$ cat config.mk
export PLATFORM = sky130hd
export DESIGN_NAME = pulse_width_ir_packet_decoder_top_flat
export DESIGN_NICKNAME = d
export VERILOG_FILES = /design/src/sv/irpd_pkg.sv /design/src/sv/irpd_if.sv /design/src/sv/pulse_width_ir_packet_decoder_top.sv /design/src/flat_wrapper.sv
export SDC_FILE = /design/constraint.sdc
export NUM_CORES = 1
export LEC_CHECK = 0
export BUFFER_PORTS_ARGS = -buffer_cell sky130_fd_sc_hd__buf_2
export CAP_MARGIN = 0
export CORE_MARGIN = 3
export CORE_UTILIZATION = 45
export DETAILED_ROUTE_END_ITERATION = 10
export GPL_TIMING_DRIVEN = 0
export PLACE_DENSITY = 0.73
export REMOVE_ABC_BUFFERS = 1
export SKIP_CTS_REPAIR_TIMING = 1
export SLEW_MARGIN = 20
export SYNTH_ARGS = -nofsm -noshare
export SYNTH_HDL_FRONTEND = slang
export SYNTH_SLANG_ARGS = --single-unit
$ cat constraint.sdc
create_clock -name clk_i -period 10.2 [get_ports clk_i]
set_input_delay 1.02 -clock clk_i [delete_from_list [all_inputs] [get_ports clk_i]]
set_output_delay 1.02 -clock clk_i [all_outputs]
set_load 0.005 [all_outputs]
$ cat src/sv/irpd_pkg.sv
// Shared types, register codes and window helper for the IR pulse width decoder.
package irpd_pkg;

  // Field widths fixed by the item format.
  localparam int unsigned WidthW  = 16;
  localparam int unsigned IdleW   = 16;
  localparam int unsigned ValueW  = 32;
  localparam int unsigned HeldW   = 6;
  localparam int unsigned LenW    = 6;
  localparam int unsigned CfgIdxW = 3;
  localparam int unsigned CfgDataW = 16;
  // Wide enough for an effective packet length up to 64.
  localparam int unsigned EffLenW = 7;

  // Register reset values.
  localparam logic [WidthW-1:0] ShortResetUs = 16'd400;
  localparam logic [WidthW-1:0] LongResetUs  = 16'd800;
  localparam logic [WidthW-1:0] StartResetUs = 16'd0;
  localparam logic [WidthW-1:0] TolResetUs   = 16'd100;
  localparam logic [IdleW-1:0]  GapResetMs   = 16'd50;
  localparam logic [LenW-1:0]   LenReset     = 6'd32;

  // Configuration register indexes.
  typedef enum logic [CfgIdxW-1:0] {
    CFG_SHORT_PULSE = 3'd0,
    CFG_LONG_PULSE  = 3'd1,
    CFG_START_PULSE = 3'd2,
    CFG_TOLERANCE   = 3'd3,
    CFG_GAP         = 3'd4,
    CFG_PKT_LENGTH  = 3'd5
  } cfg_idx_e;

  // Classification of one pulse.
  typedef enum logic [1:0] {
    CLS_START = 2'd0,
    CLS_ZERO  = 2'd1,
    CLS_ONE   = 2'd2,
    CLS_NONE  = 2'd3
  } pulse_class_e;

  // Strict window test: nominal - tol (floored at zero) < w < nominal + tol.
  function automatic logic in_window(input logic [WidthW-1:0] w,
                                     input logic [WidthW-1:0] nominal,
                                     input logic [WidthW-1:0] tol);
    logic [WidthW-1:0] lo;
    logic [WidthW:0]   hi;
    lo = (nominal > tol) ? (nominal - tol) : '0;
    hi = {1'b0, nominal} + {1'b0, tol};
    return (w > lo) && ({1'b0, w} < hi);
  endfunction

endpackage

$ cat src/sv/irpd_if.sv
// Valid/ready channel interfaces for pulse beats and decode result beats.
interface irpd_in_if;
  import irpd_pkg::*;
  logic              valid;
  logic              ready;
  logic [WidthW-1:0] pulse_width_us;
  logic [IdleW-1:0]  idle_ms;

  modport source (output valid, output pulse_width_us, output idle_ms, input ready);
  modport sink   (input valid, input pulse_width_us, input idle_ms, output ready);
endinterface

interface irpd_out_if;
  import irpd_pkg::*;
  logic              valid;
  logic              ready;
  logic [ValueW-1:0] packet_value;
  logic [HeldW-1:0]  bits_held;
  logic [1:0]        pulse_class;
  logic              packet_done;

  modport source (output valid, output packet_value, output bits_held,
                  output pulse_class, output packet_done, input ready);
  modport sink   (input valid, input packet_value, input bits_held,
                  input pulse_class, input packet_done, output ready);
endinterface

$ cat src/sv/pulse_width_ir_packet_decoder_top.sv
// Top level of the pulse width IR packet decoder.
// Each input beat carries one measured pulse width and the idle time since the previous
// pulse; each beat yields exactly one result beat with the packet bits so far, the bit
// count, the pulse class and a done flag. The pulse is classified against the start,
// short and long windows (strict bounds, nominal plus or minus the tolerance), bits are
// shifted in newest at bit 0, and the packet clears after a start pulse, after an
// unmatched pulse that follows a long idle gap, and right after a completed packet.
// The block takes one beat per cycle while the output is not stalled: a beat is
// registered, then classified and merged into the packet state combinationally, and its
// result is captured in the result register. While a result waits at the output the
// input register takes one more beat and then holds ready low until the result is taken;
// input ready follows output ready combinationally. Configuration registers must be
// written only while no beat is in flight; the block itself does not enforce it.
module pulse_width_ir_packet_decoder_top #(
  parameter int unsigned MAX_BITS = 32
) (
  input  logic                         clk_i,
  input  logic                         rst_ni,
  input  logic                         cfg_we_i,
  input  logic [irpd_pkg::CfgIdxW-1:0]  cfg_idx_i,
  input  logic [irpd_pkg::CfgDataW-1:0] cfg_data_i,
  irpd_in_if.sink                      in_i,
  irpd_out_if.source                   out_o
);
  import irpd_pkg::*;

  localparam int unsigned CntW = $clog2(MAX_BITS + 1);

  // Configuration registers.
  logic [WidthW-1:0] short_us_q, long_us_q, start_us_q, tol_us_q;
  logic [IdleW-1:0]  gap_ms_q;
  logic [LenW-1:0]   pkt_len_q;

  always_ff @(posedge clk_i or negedge rst_ni) begin
    if (!rst_ni) begin
      short_us_q <= ShortResetUs;
      long_us_q  <= LongResetUs;
      start_us_q <= StartResetUs;
      tol_us_q   <= TolResetUs;
      gap_ms_q   <= GapResetMs;
      pkt_len_q  <= LenReset;
    end else if (cfg_we_i) begin
      unique case (cfg_idx_e'(cfg_idx_i))
        CFG_SHORT_PULSE: short_us_q <= cfg_data_i;
        CFG_LONG_PULSE:  long_us_q  <= cfg_data_i;
        CFG_START_PULSE: start_us_q <= cfg_data_i;
        CFG_TOLERANCE:   tol_us_q   <= cfg_data_i;
        CFG_GAP:         gap_ms_q   <= cfg_data_i;
        CFG_PKT_LENGTH:  pkt_len_q  <= cfg_data_i[LenW-1:0];
        default: ;
      endcase
    end
  end

  // Input register stage.
  logic              s1_valid_q;
  logic [WidthW-1:0] s1_width_q;
  logic [IdleW-1:0]  s1_idle_q;
  logic              s1_advance;
  logic              in_fire;

  assign s1_advance = s1_valid_q && (!out_o.valid || out_o.ready);
  assign in_i.ready = !s1_valid_q || s1_advance;
  assign in_fire    = in_i.valid && in_i.ready;

  always_ff @(posedge clk_i or negedge rst_ni) begin
    if (!rst_ni) begin
      s1_valid_q <= 1'b0;
    end else if (in_i.ready) begin
      s1_valid_q <= in_i.valid;
    end
  end

  always_ff @(posedge clk_i) begin
    if (in_fire) begin
      s1_width_q <= in_i.pulse_width_us;
      s1_idle_q  <= in_i.idle_ms;
    end
  end

  // Packet state.
  logic [MAX_BITS-1:0] store_q, store_d;
  logic [CntW-1:0]     cnt_q, cnt_d;

  // Decode logic for the registered beat.
  logic [EffLenW-1:0]    eff_len;
  logic [MAX_BITS-1:0]   len_mask;
  logic [CntW-1:0]       cnt_inc;
  logic [CntW+EffLenW-1:0] cnt_ext;
  logic [MAX_BITS+ValueW-1:0] val_ext;
  pulse_class_e          cls;
  logic                  is_bit;
  logic                  done;
  logic [MAX_BITS-1:0]   res_value;
  logic [CntW-1:0]       res_cnt;
  logic [ValueW-1:0]     value_d;
  logic [HeldW-1:0]      held_d;

  // Effective length: zero acts as one, clipped to the store width.
  always_comb begin
    eff_len = (pkt_len_q == '0) ? EffLenW'(1) : EffLenW'(pkt_len_q);
    if (eff_len > EffLenW'(MAX_BITS)) begin
      eff_len = EffLenW'(MAX_BITS);
    end
    for (int i = 0; i < MAX_BITS; i++) begin
      len_mask[i] = (EffLenW'(i) < eff_len);
    end
  end

  // Window classification in priority order: start (only when its nominal is nonzero), short, long.
  always_comb begin
    if (start_us_q != '0 && in_window(s1_width_q, start_us_q, tol_us_q)) begin
      cls = CLS_START;
    end else if (in_window(s1_width_q, short_us_q, tol_us_q)) begin
      cls = CLS_ZERO;
    end else if (in_window(s1_width_q, long_us_q, tol_us_q)) begin
      cls = CLS_ONE;
    end else begin
      cls = CLS_NONE;
    end
  end

  // Shift, count and completion.
  always_comb begin
    is_bit    = (cls == CLS_ZERO) || (cls == CLS_ONE);
    cnt_inc   = cnt_q + CntW'(1);
    res_value = store_q;
    res_cnt   = cnt_q;
    case (cls) inside
      CLS_START: begin
        res_value = '0;
        res_cnt   = '0;
      end
      CLS_ZERO, CLS_ONE: begin
        res_value = ((store_q << 1) | MAX_BITS'(cls == CLS_ONE)) & len_mask;
        res_cnt   = cnt_inc;
      end
      default: begin
        if (s1_idle_q > gap_ms_q) begin
          res_value = '0;
          res_cnt   = '0;
        end
      end
    endcase
    cnt_ext = {EffLenW'(0), res_cnt};
    done    = is_bit && (cnt_ext[EffLenW-1:0] >= eff_len);
    val_ext = {ValueW'(0), res_value};
    value_d = val_ext[ValueW-1:0];
    held_d  = done ? eff_len[HeldW-1:0] : cnt_ext[HeldW-1:0];
    store_d = done ? '0 : res_value;
    cnt_d   = done ? '0 : res_cnt;
  end

  always_ff @(posedge clk_i or negedge rst_ni) begin
    if (!rst_ni) begin
      store_q <= '0;
      cnt_q   <= '0;
    end else if (s1_advance) begin
      store_q <= store_d;
      cnt_q   <= cnt_d;
    end
  end

  // Result register.
  logic              out_valid_q;
  logic [ValueW-1:0] out_value_q;
  logic [HeldW-1:0]  out_held_q;
  pulse_class_e      out_class_q;
  logic              out_done_q;

  always_ff @(posedge clk_i or negedge rst_ni) begin
    if (!rst_ni) begin
      out_valid_q <= 1'b0;
    end else if (s1_advance) begin
      out_valid_q <= 1'b1;
    end else if (out_o.ready) begin
      out_valid_q <= 1'b0;
    end
  end

  always_ff @(posedge clk_i) begin
    if (s1_advance) begin
      out_value_q <= value_d;
      out_held_q  <= held_d;
      out_class_q <= cls;
      out_done_q  <= done;
    end
  end

  assign out_o.valid        = out_valid_q;
  assign out_o.packet_value = out_value_q;
  assign out_o.bits_held    = out_held_q;
  assign out_o.pulse_class  = out_class_q;
  assign out_o.packet_done  = out_done_q;

  // A completed packet only comes from a data bit.
  a_done_on_bit: assert property (@(posedge clk_i) disable iff (!rst_ni)
    out_valid_q && out_done_q |-> (out_class_q == CLS_ZERO || out_class_q == CLS_ONE))
    else $error("packet_done on a pulse that is not a data bit");

  // A start pulse reports an empty packet.
  a_start_clears: assert property (@(posedge clk_i) disable iff (!rst_ni)
    out_valid_q && out_class_q == CLS_START |-> out_held_q == '0 && !out_done_q)
    else $error("start pulse did not clear the packet");

  // The bit count never runs past the store width.
  a_cnt_bound: assert property (@(posedge clk_i) disable iff (!rst_ni)
    {EffLenW'(0), cnt_q} <= (CntW + EffLenW)'(MAX_BITS))
    else $error("bit count beyond store width");

  // A completed packet leaves the state empty for the next one.
  a_done_resets: assert property (@(posedge clk_i) disable iff (!rst_ni)
    s1_advance && done |=> cnt_q == '0 && store_q == '0)
    else $error("state not cleared after a completed packet");

endmodule
$ cat src/flat_wrapper.sv
// flat-port wrapper written by rule: the top's interface ports become plain ports
module pulse_width_ir_packet_decoder_top_flat import irpd_pkg::*;
#(
  parameter int unsigned MAX_BITS = 32
)
  (clk_i, rst_ni, cfg_we_i, cfg_idx_i, cfg_data_i, in_i_valid, in_i_pulse_width_us, in_i_idle_ms, in_i_ready, out_o_valid, out_o_packet_value, out_o_bits_held, out_o_pulse_class, out_o_packet_done, out_o_ready);
  irpd_in_if in_i_i ();
  irpd_out_if out_o_i ();
  input  logic clk_i;
  input  logic rst_ni;
  input  logic cfg_we_i;
  input  logic [irpd_pkg::CfgIdxW-1:0] cfg_idx_i;
  input  logic [irpd_pkg::CfgDataW-1:0] cfg_data_i;
  input wire logic [$bits(in_i_i.valid)-1:0] in_i_valid;
  input wire logic [$bits(in_i_i.pulse_width_us)-1:0] in_i_pulse_width_us;
  input wire logic [$bits(in_i_i.idle_ms)-1:0] in_i_idle_ms;
  output wire logic [$bits(in_i_i.ready)-1:0] in_i_ready;
  output wire logic [$bits(out_o_i.valid)-1:0] out_o_valid;
  output wire logic [$bits(out_o_i.packet_value)-1:0] out_o_packet_value;
  output wire logic [$bits(out_o_i.bits_held)-1:0] out_o_bits_held;
  output wire logic [$bits(out_o_i.pulse_class)-1:0] out_o_pulse_class;
  output wire logic [$bits(out_o_i.packet_done)-1:0] out_o_packet_done;
  input wire logic [$bits(out_o_i.ready)-1:0] out_o_ready;
  assign in_i_i.valid = in_i_valid;
  assign in_i_i.pulse_width_us = in_i_pulse_width_us;
  assign in_i_i.idle_ms = in_i_idle_ms;
  assign in_i_ready = in_i_i.ready;
  assign out_o_valid = out_o_i.valid;
  assign out_o_packet_value = out_o_i.packet_value;
  assign out_o_bits_held = out_o_i.bits_held;
  assign out_o_pulse_class = out_o_i.pulse_class;
  assign out_o_packet_done = out_o_i.packet_done;
  assign out_o_i.ready = out_o_ready;
  pulse_width_ir_packet_decoder_top #(.MAX_BITS(MAX_BITS)) u_core (.clk_i(clk_i), .rst_ni(rst_ni), .cfg_we_i(cfg_we_i), .cfg_idx_i(cfg_idx_i), .cfg_data_i(cfg_data_i), .in_i(in_i_i), .out_o(out_o_i));
endmodule
## After elaboration in Yosys (flattened, before gate mapping)

Index checks and enable logic that the tools add are counted.

| storage, ports and cells | value |
|---|---|
| register bits | 199 |
| latch bits | 0 |
| bits in writable memories | 0 |
| memory bits (read-only) | 0 |
| input port bits | 56 |
| output and inout port bits | 43 |
| memories kept | 0 |

| operators by class | value |
|---|---|
| add/subtract/negate cells | 7 |
| multiply operators | 0 |
| divide/modulo/power cells | 0 |
| magnitude comparators | 44 |
| equality and inequality tests | 7 |
| shift-type cells | 0 |
| muxes and demuxes | 19 |
| bitwise logic cells | 2 |
| reductions and logical operators | 24 |

Operators with widths:

| operator | number |
|---|---|
| two-way mux 32 bit | 4 |
| > comparator 16 bit | 7 |
| less-than comparator 5 x 7 -> 1 bit (first input constant) | 16 |
| less-than comparator 4 x 7 -> 1 bit (first input constant) | 8 |
| adder 16 x 16 -> 17 bit | 3 |
| less-than comparator 16 x 17 -> 1 bit | 3 |
| two-way mux 16 bit | 3 |
| subtractor 16 bit | 3 |
| two-way mux 6 bit | 6 |
| bitwise AND 32 bit | 1 |
| bitwise OR 32 x 1 -> 32 bit | 1 |
| less-than comparator 3 x 7 -> 1 bit (first input constant) | 4 |
| nonzero test 16 bit | 1 |
| less-than comparator 1 x 7 -> 1 bit (first input constant) | 2 |
| less-than comparator 2 x 7 -> 1 bit (first input constant) | 2 |
| AND reduction 2 bit | 6 |
| >= comparator 6 x 7 -> 1 bit | 1 |
| > comparator 7 x 6 -> 1 bit (second input constant) | 1 |
| logical AND 1 bit | 7 |
| two-way mux 7 bit | 1 |
| adder 6 x 1 -> 6 bit (second input constant) | 1 |
| == test 3 x 2 -> 1 bit (second input constant) | 2 |
| == test 3 bit (second input constant) | 2 |
| zero test 6 bit | 1 |
| other kinds (11) | 17 |

## Logic depth before layout (Yosys ltp)

| depth | value |
|---|---|
| depth in word-level cells | 14 |
| depth in mapped cells | 38 |

## Least setup slack after synthesis

Ideal clock, no wire load.

| timing | value |
|---|---|
| path type | reg2reg |
| start | register u_core.tol_us_q[1] |
| end | register u_core.store_q[12] |
| library setup time | 0.066 ns |
| arrival | 7.253 ns |
| path slack | 2.881 ns |
| stages on the path, launching flop included | 35 |
| buffers on the path | 5 |
| clock period less this slack | 7.319 ns |
| cells stage by stage | dfrtp_1 inv_1 fa_1 a21oi_1 o22ai_1 o41a_1 a221o_1 a31o_2 nand2_1 a21oi_1 clkbuf_1 nand2_1 ha_1 and3_1 nand4_1 o31a_1 o31a_2 nand3_1 o21ai_2 clkbuf_1 nor2_1 ha_1 buf_4 clkbuf_1 xnor2_1 nand3_1 ha_1 nand2b_1 a21o_1 a21o_1 a21oi_1 o21ai_1 nor3_4 buf_2 a22o_1 |

| between the ends | value |
|---|---|
| word-level cells in the longest chain between the ends | 14 |
| elaborated cells on any way between the ends | 37 |
| those cells by class | add/sub: 6; order compare: 10; eq/ne: 2; mux: 11; reduce/logical: 8 |

Ends and longest elaborated chain:

| item | line | source |
|---|---|---|
| start: declaration | pulse_width_ir_packet_decoder_top.sv:30 | `logic [WidthW-1:0] short_us_q, long_us_q, start_us_q, tol_us_q;` |
| start signal: assignment | pulse_width_ir_packet_decoder_top.sv:39 | `tol_us_q <= TolResetUs;` |
| start signal: assignment | pulse_width_ir_packet_decoder_top.sv:47 | `CFG_TOLERANCE: tol_us_q <= cfg_data_i;` |
| subtractor 16 bit or > comparator 16 bit (tied branches) | irpd_pkg.sv:47 | `lo = (nominal > tol) ? (nominal - tol) : '0;` |
| two-way mux 16 bit | irpd_pkg.sv:47 |  |
| > comparator 16 bit | irpd_pkg.sv:49 | `return (w > lo) && ({1'b0, w} < hi);` |
| logical AND 1 bit | irpd_pkg.sv:49 |  |
| two-way mux 1 bit | pulse_width_ir_packet_decoder_top.sv:116 | `end else if (in_window(s1_width_q, long_us_q, tol_us_q)) begin` |
| two-way mux 2 bit | pulse_width_ir_packet_decoder_top.sv:114 | `end else if (in_window(s1_width_q, short_us_q, tol_us_q)) begin` |
| two-way mux 2 bit * | pulse_width_ir_packet_decoder_top.sv:112 | `if (start_us_q != '0 && in_window(s1_width_q, start_us_q, tol_us_q)) begin` |
| == test 2 bit or == test 2 x 1 -> 1 bit (tied branches) | pulse_width_ir_packet_decoder_top.sv:125 | `is_bit = (cls == CLS_ZERO) \|\| (cls == CLS_ONE);` |
| OR reduction 2 bit | pulse_width_ir_packet_decoder_top.sv:129 | `case (cls) inside` |
| two-way mux 6 bit (2 in a row) | pulse_width_ir_packet_decoder_top.sv:129 |  |
| >= comparator 6 x 7 -> 1 bit | pulse_width_ir_packet_decoder_top.sv:146 | `done = is_bit && (cnt_ext[EffLenW-1:0] >= eff_len);` |
| logical AND 1 bit | pulse_width_ir_packet_decoder_top.sv:146 |  |
| two-way mux 32 bit * | pulse_width_ir_packet_decoder_top.sv:150 | `store_d = done ? '0 : res_value;` |
| end signal: assignment | pulse_width_ir_packet_decoder_top.sv:159 | `store_q <= store_d;` |
| end: declaration | pulse_width_ir_packet_decoder_top.sv:82 | `logic [MAX_BITS-1:0] store_q, store_d;` |

Every way passes the cells marked *; elsewhere a longest branch is shown, timed or not.
A chain may end at the register's enable or synchronous reset.

## Final worst setup path

| timing | value |
|---|---|
| start | register u_core.tol_us_q[1] |
| end | register u_core.store_q[8] |

Same word-level chain as after synthesis.

==> impl_summary.md <==
Setup path
The number of buffers and inverters on the critical path is 1. The nature of the critical path startpoint is a flip-flop. The highest net fanout along the worst path is 46.

STA classifies the critical path endpoint as a flip-flop. The start point of the critical path is u_core.tol_us_q[1]. The largest single stage delay on the critical path is 0.77 ns.

The required time of the critical path is 10.58 ns. Among cell families on the critical path, the largest total delay comes from compound AO/OA/AOI/OAI gates. Counting buffers and inverters, the worst setup path is 29 cells deep. The count of cells along the worst register-to-register path is 29. Data on the critical path arrives at its endpoint at 9.76 ns. The startpoint of the worst register-to-register path is u_core.tol_us_q[1]. The worst setup path endpoint is u_core.store_q[8]. For this design, the slowest cell found on the critical path is sky130_fd_sc_hd__nor3_4. In this run the critical register-to-register path is captured at u_core.store_q[8]. The category of the most critical setup path is reg2reg. In this run the register-to-register setup slack is 0.83 ns.

STA
Across all setup checks in the final design, the least slack found is 0.8259 ns. At the pin with the least slew margin, the transition time is 1.131 ns. Timing would allow up to 106.7 MHz. Setup violations remaining at the end of the flow were counted as 0.

The post-route clock skew is 0.01383 ns. The accumulated negative setup slack is 0 ns. The minimum clock period is 9.374 ns. The number of hold violations in the final report was 0. The worst pin sits at a relative slew slack of 0.2360. Setup repair after global routing left no endpoint under its margin. The tightest hold path in the finished design has a slack of 0.4453 ns.

The count of final max-slew check failures is 0. The final period utilization is 0.9190.

Final layout
The final net count is 1904. In the final layout, the share of cells above drive strength 1 is 0.1541. The final non-filler cell area is 16530 µm². Compared with the post-synthesis result, the final layout area differs by 9.589%. The total inserted antenna cells is 0.

Measured on the finished design, the core utilization comes to 0.5042.

Drt
The initial DRC count is 1178. The residual DRC count is 0. The post-detailed-route count of antenna-violating nets is 0. The number of detailed-route iterations in the first pass is 6.

Summing over every cut layer, the via total after detailed routing is 12180. The average routed wire per standard cell is 19.37 µm. Dividing the detail-routed via count by the number of cells gives 5.843. After detailed routing, the total wire length is 40360 µm.

Power and ir drop
The highest ir drop seen on vdd is 0.2158 mV. Power spread over the standard cell area amounts to 276.4 nW/µm². Summed over all cells, the static leakage comes to 7.117 nW.

Synthesis
The synthesized netlist occupies a cell area of 15080 µm². The commonest register cell after synthesis is sky130_fd_sc_hd__dfrtp_1. Yosys mapped a number of flops with a built-in enable equal to 73. The share of the Yosys chip area taken by registers is 0.3555. For this run, asynchronously set or reset flops after synthesis account for 0.6332. The cell count after synthesis is 1573. Yosys mapped the design onto 80 distinct sky130hd cell types. Counting flops and latches in the post-synthesis netlist gives 199. The Yosys step of the flow raised 0 warnings. Dividing the synthesized area by the synthesized cell count gives 9.589 µm².

Place
The placed instances occupy a cell area of 15970 µm². At the end of routability-driven placement, the weighted congestion stood at 0.9279. The count of buffers added on input and output ports is 98. The placed wire-length estimate is 31200 µm.

At the placement stage, the worst setup path has a slack of 0.2456 ns.

Die
The row count is 66. The floorplan step defined a die boundary enclosing 35750 µm². The core region is 32780 µm². The initial cell density of the core is 0.4601. In this run the count of I/O pins placed on the die edge is 99.

The die span in x is 189.1 µm. Measured along the y axis, the die boundary spans 189.1 µm.

Clock network
The maximum root-to-sink buffer count is 2. CTS saw 199 sinks. Clock tree synthesis selected as its root buffer the cell sky130_fd_sc_hd__clkbuf_16. Clock-pin slew was measured on the worst setup and hold paths at 0.08 ns.

The number of CTS-inserted buffers is 17. The insertion delay to the later sink of the worst-skew pair is 0.46 ns. The H-tree depth reported by CTS is 4. The clock tree from TritonCTS is yes.

Job
The max-capacitance violation count is 0.

Hold path
The worst hold path belongs to the class in2async.

Outcome
The flow ran to the end, and the final reports show no timing, DRC or antenna violations.

GRT
The via count of the first global-routing pass is 11470. For this run the aggregate overflow at the end of global routing stands at 0. The number of antenna violations at the first check in global routing is 0.

The first global-routing pass estimated 64050 µm of wire. The overall global routing resource usage is 0.2257. The maximum number of pins on one net before global-route repair is 79.
worst min-delay path by stage:
stage	startpoint	endpoint	slack [ns]	depth (start not counted)
2_1_floorplan	u_core.store_q[31]	u_core.store_q[31]	0.46	1
3_3_place_gp	u_core.store_q[31]	u_core.store_q[31]	0.47	1
3_5_place_dp	u_core.s1_valid_q	u_core.out_o.valid	0.48	1
4_1_cts	rst_ni	u_core.store_q[12]	0.45	1
5_1_grt	rst_ni	u_core.store_q[12]	0.46	1
6_report	rst_ni	u_core.store_q[12]	0.45	1
cells in the mapped netlist, drive strengths merged (19+ instances only):
master | number | area, µm²
mux2 | 68 | 765.7
o211ai | 20 | 150.1
edfxtp | 73 | 2192
inv | 88 | 330.3
ha | 213 | 2665
nand4 | 28 | 175.2
a21o | 23 | 172.7
nor2b | 32 | 202.7
nand2 | 115 | 431.7
a22o | 20 | 177.7
nor2 | 131 | 491.7
clkbuf | 52 | 195.2
o21ai | 69 | 349.1
xnor2 | 61 | 534.3
nand3 | 25 | 125.1
buf | 19 | 128.9
nor3 | 29 | 156.4
dfrtp | 113 | 2828
a21oi | 135 | 675.7
state kept, by name (all words and copies together) (netlist names):
signal	cells
u_core.s1_width_q	16
u_core.out_o.valid	1
u_core.pkt_len_q	6
u_core.cnt_q	6
u_core.store_q	32
u_core.short_us_q	16
u_core.tol_us_q	16
u_core.s1_valid_q	1
u_core.start_us_q	16
u_core.s1_idle_q	16
u_core.out_o.bits_held	6
u_core.long_us_q	16
u_core.out_o.packet_done	1
u_core.out_o.pulse_class	2
u_core.gap_ms_q	16
u_core.out_o.packet_value	32
cell families (layout without fill, tap and decap cells):
logic type | after synthesis | in the layout | synth area share
fa+ha+maj | 219 | 219 | 0.1847
buf+inv | 159 | 228 | 0.04338
flops | 199 | 199 | 0.3555
xor+xnor | 72 | 72 | 0.04181
mux | 68 | 68 | 0.05077
compound gates | 403 | 403 | 0.1769
simple gates | 453 | 453 | 0.1471
metal layers:
metal / part of all wire / GRT usage / wire length (µm)
met4: 0.015 / 0.05299 / 619
met3: 0.054 / 0.02925 / 2169
met1: 0.46 / 0.3225 / 18710
met5: 0 / 0 / 0
met2: 0.47 / 0.3659 / 18860
layout by cell type, fill, tap and decap left out, drive strengths merged, types with 10 or more instances in the layout:
cell type,n
ha,213
a21oi,135
nor2,131
nand2,115
dfrtp,113
buf,108
inv,94
edfxtp,73
o21ai,69
mux2,68
xnor2,61
nor2b,32
nor3,29
nand4,28
nand3,25
a21o,23
o211ai,20
a22o,20
clkbuf,20
o21bai,17
nor3b,17
nand2b,13
dfstp,13
a211oi,13
xor2,11
o21a,11
nor4,11
a31oi,10
through the flow:
stage | power [mW] | cells
after floorplan | 3.050 | 1502
after global placement | 3.726 | 2042
after detailed placement | 3.833 | 2052
after CTS | 4.508 | 2084
after global routing | 4.925 | 2084
final | 4.568 | 2084
power by group:
group          internal [mW]  leakage, nW  switching (mW)
sequential             0.968         2.28           0.124
combinational           1.06         4.57            1.76
clock                  0.322        0.265           0.334
layout make-up:
cell class / count / area (µm²)
clock buffer: 20 / 436.7
multi-input combinational: 1215 / 9111
clock inverter: 12 / 113.9
fill: 3043 / 16250
inverter: 88 / 330.3
tap: 442 / 553.0
timing repair buffer: 108 / 623.1
sequential: 199 / 5361
Note: power is estimated with default switching activity, not from simulation.
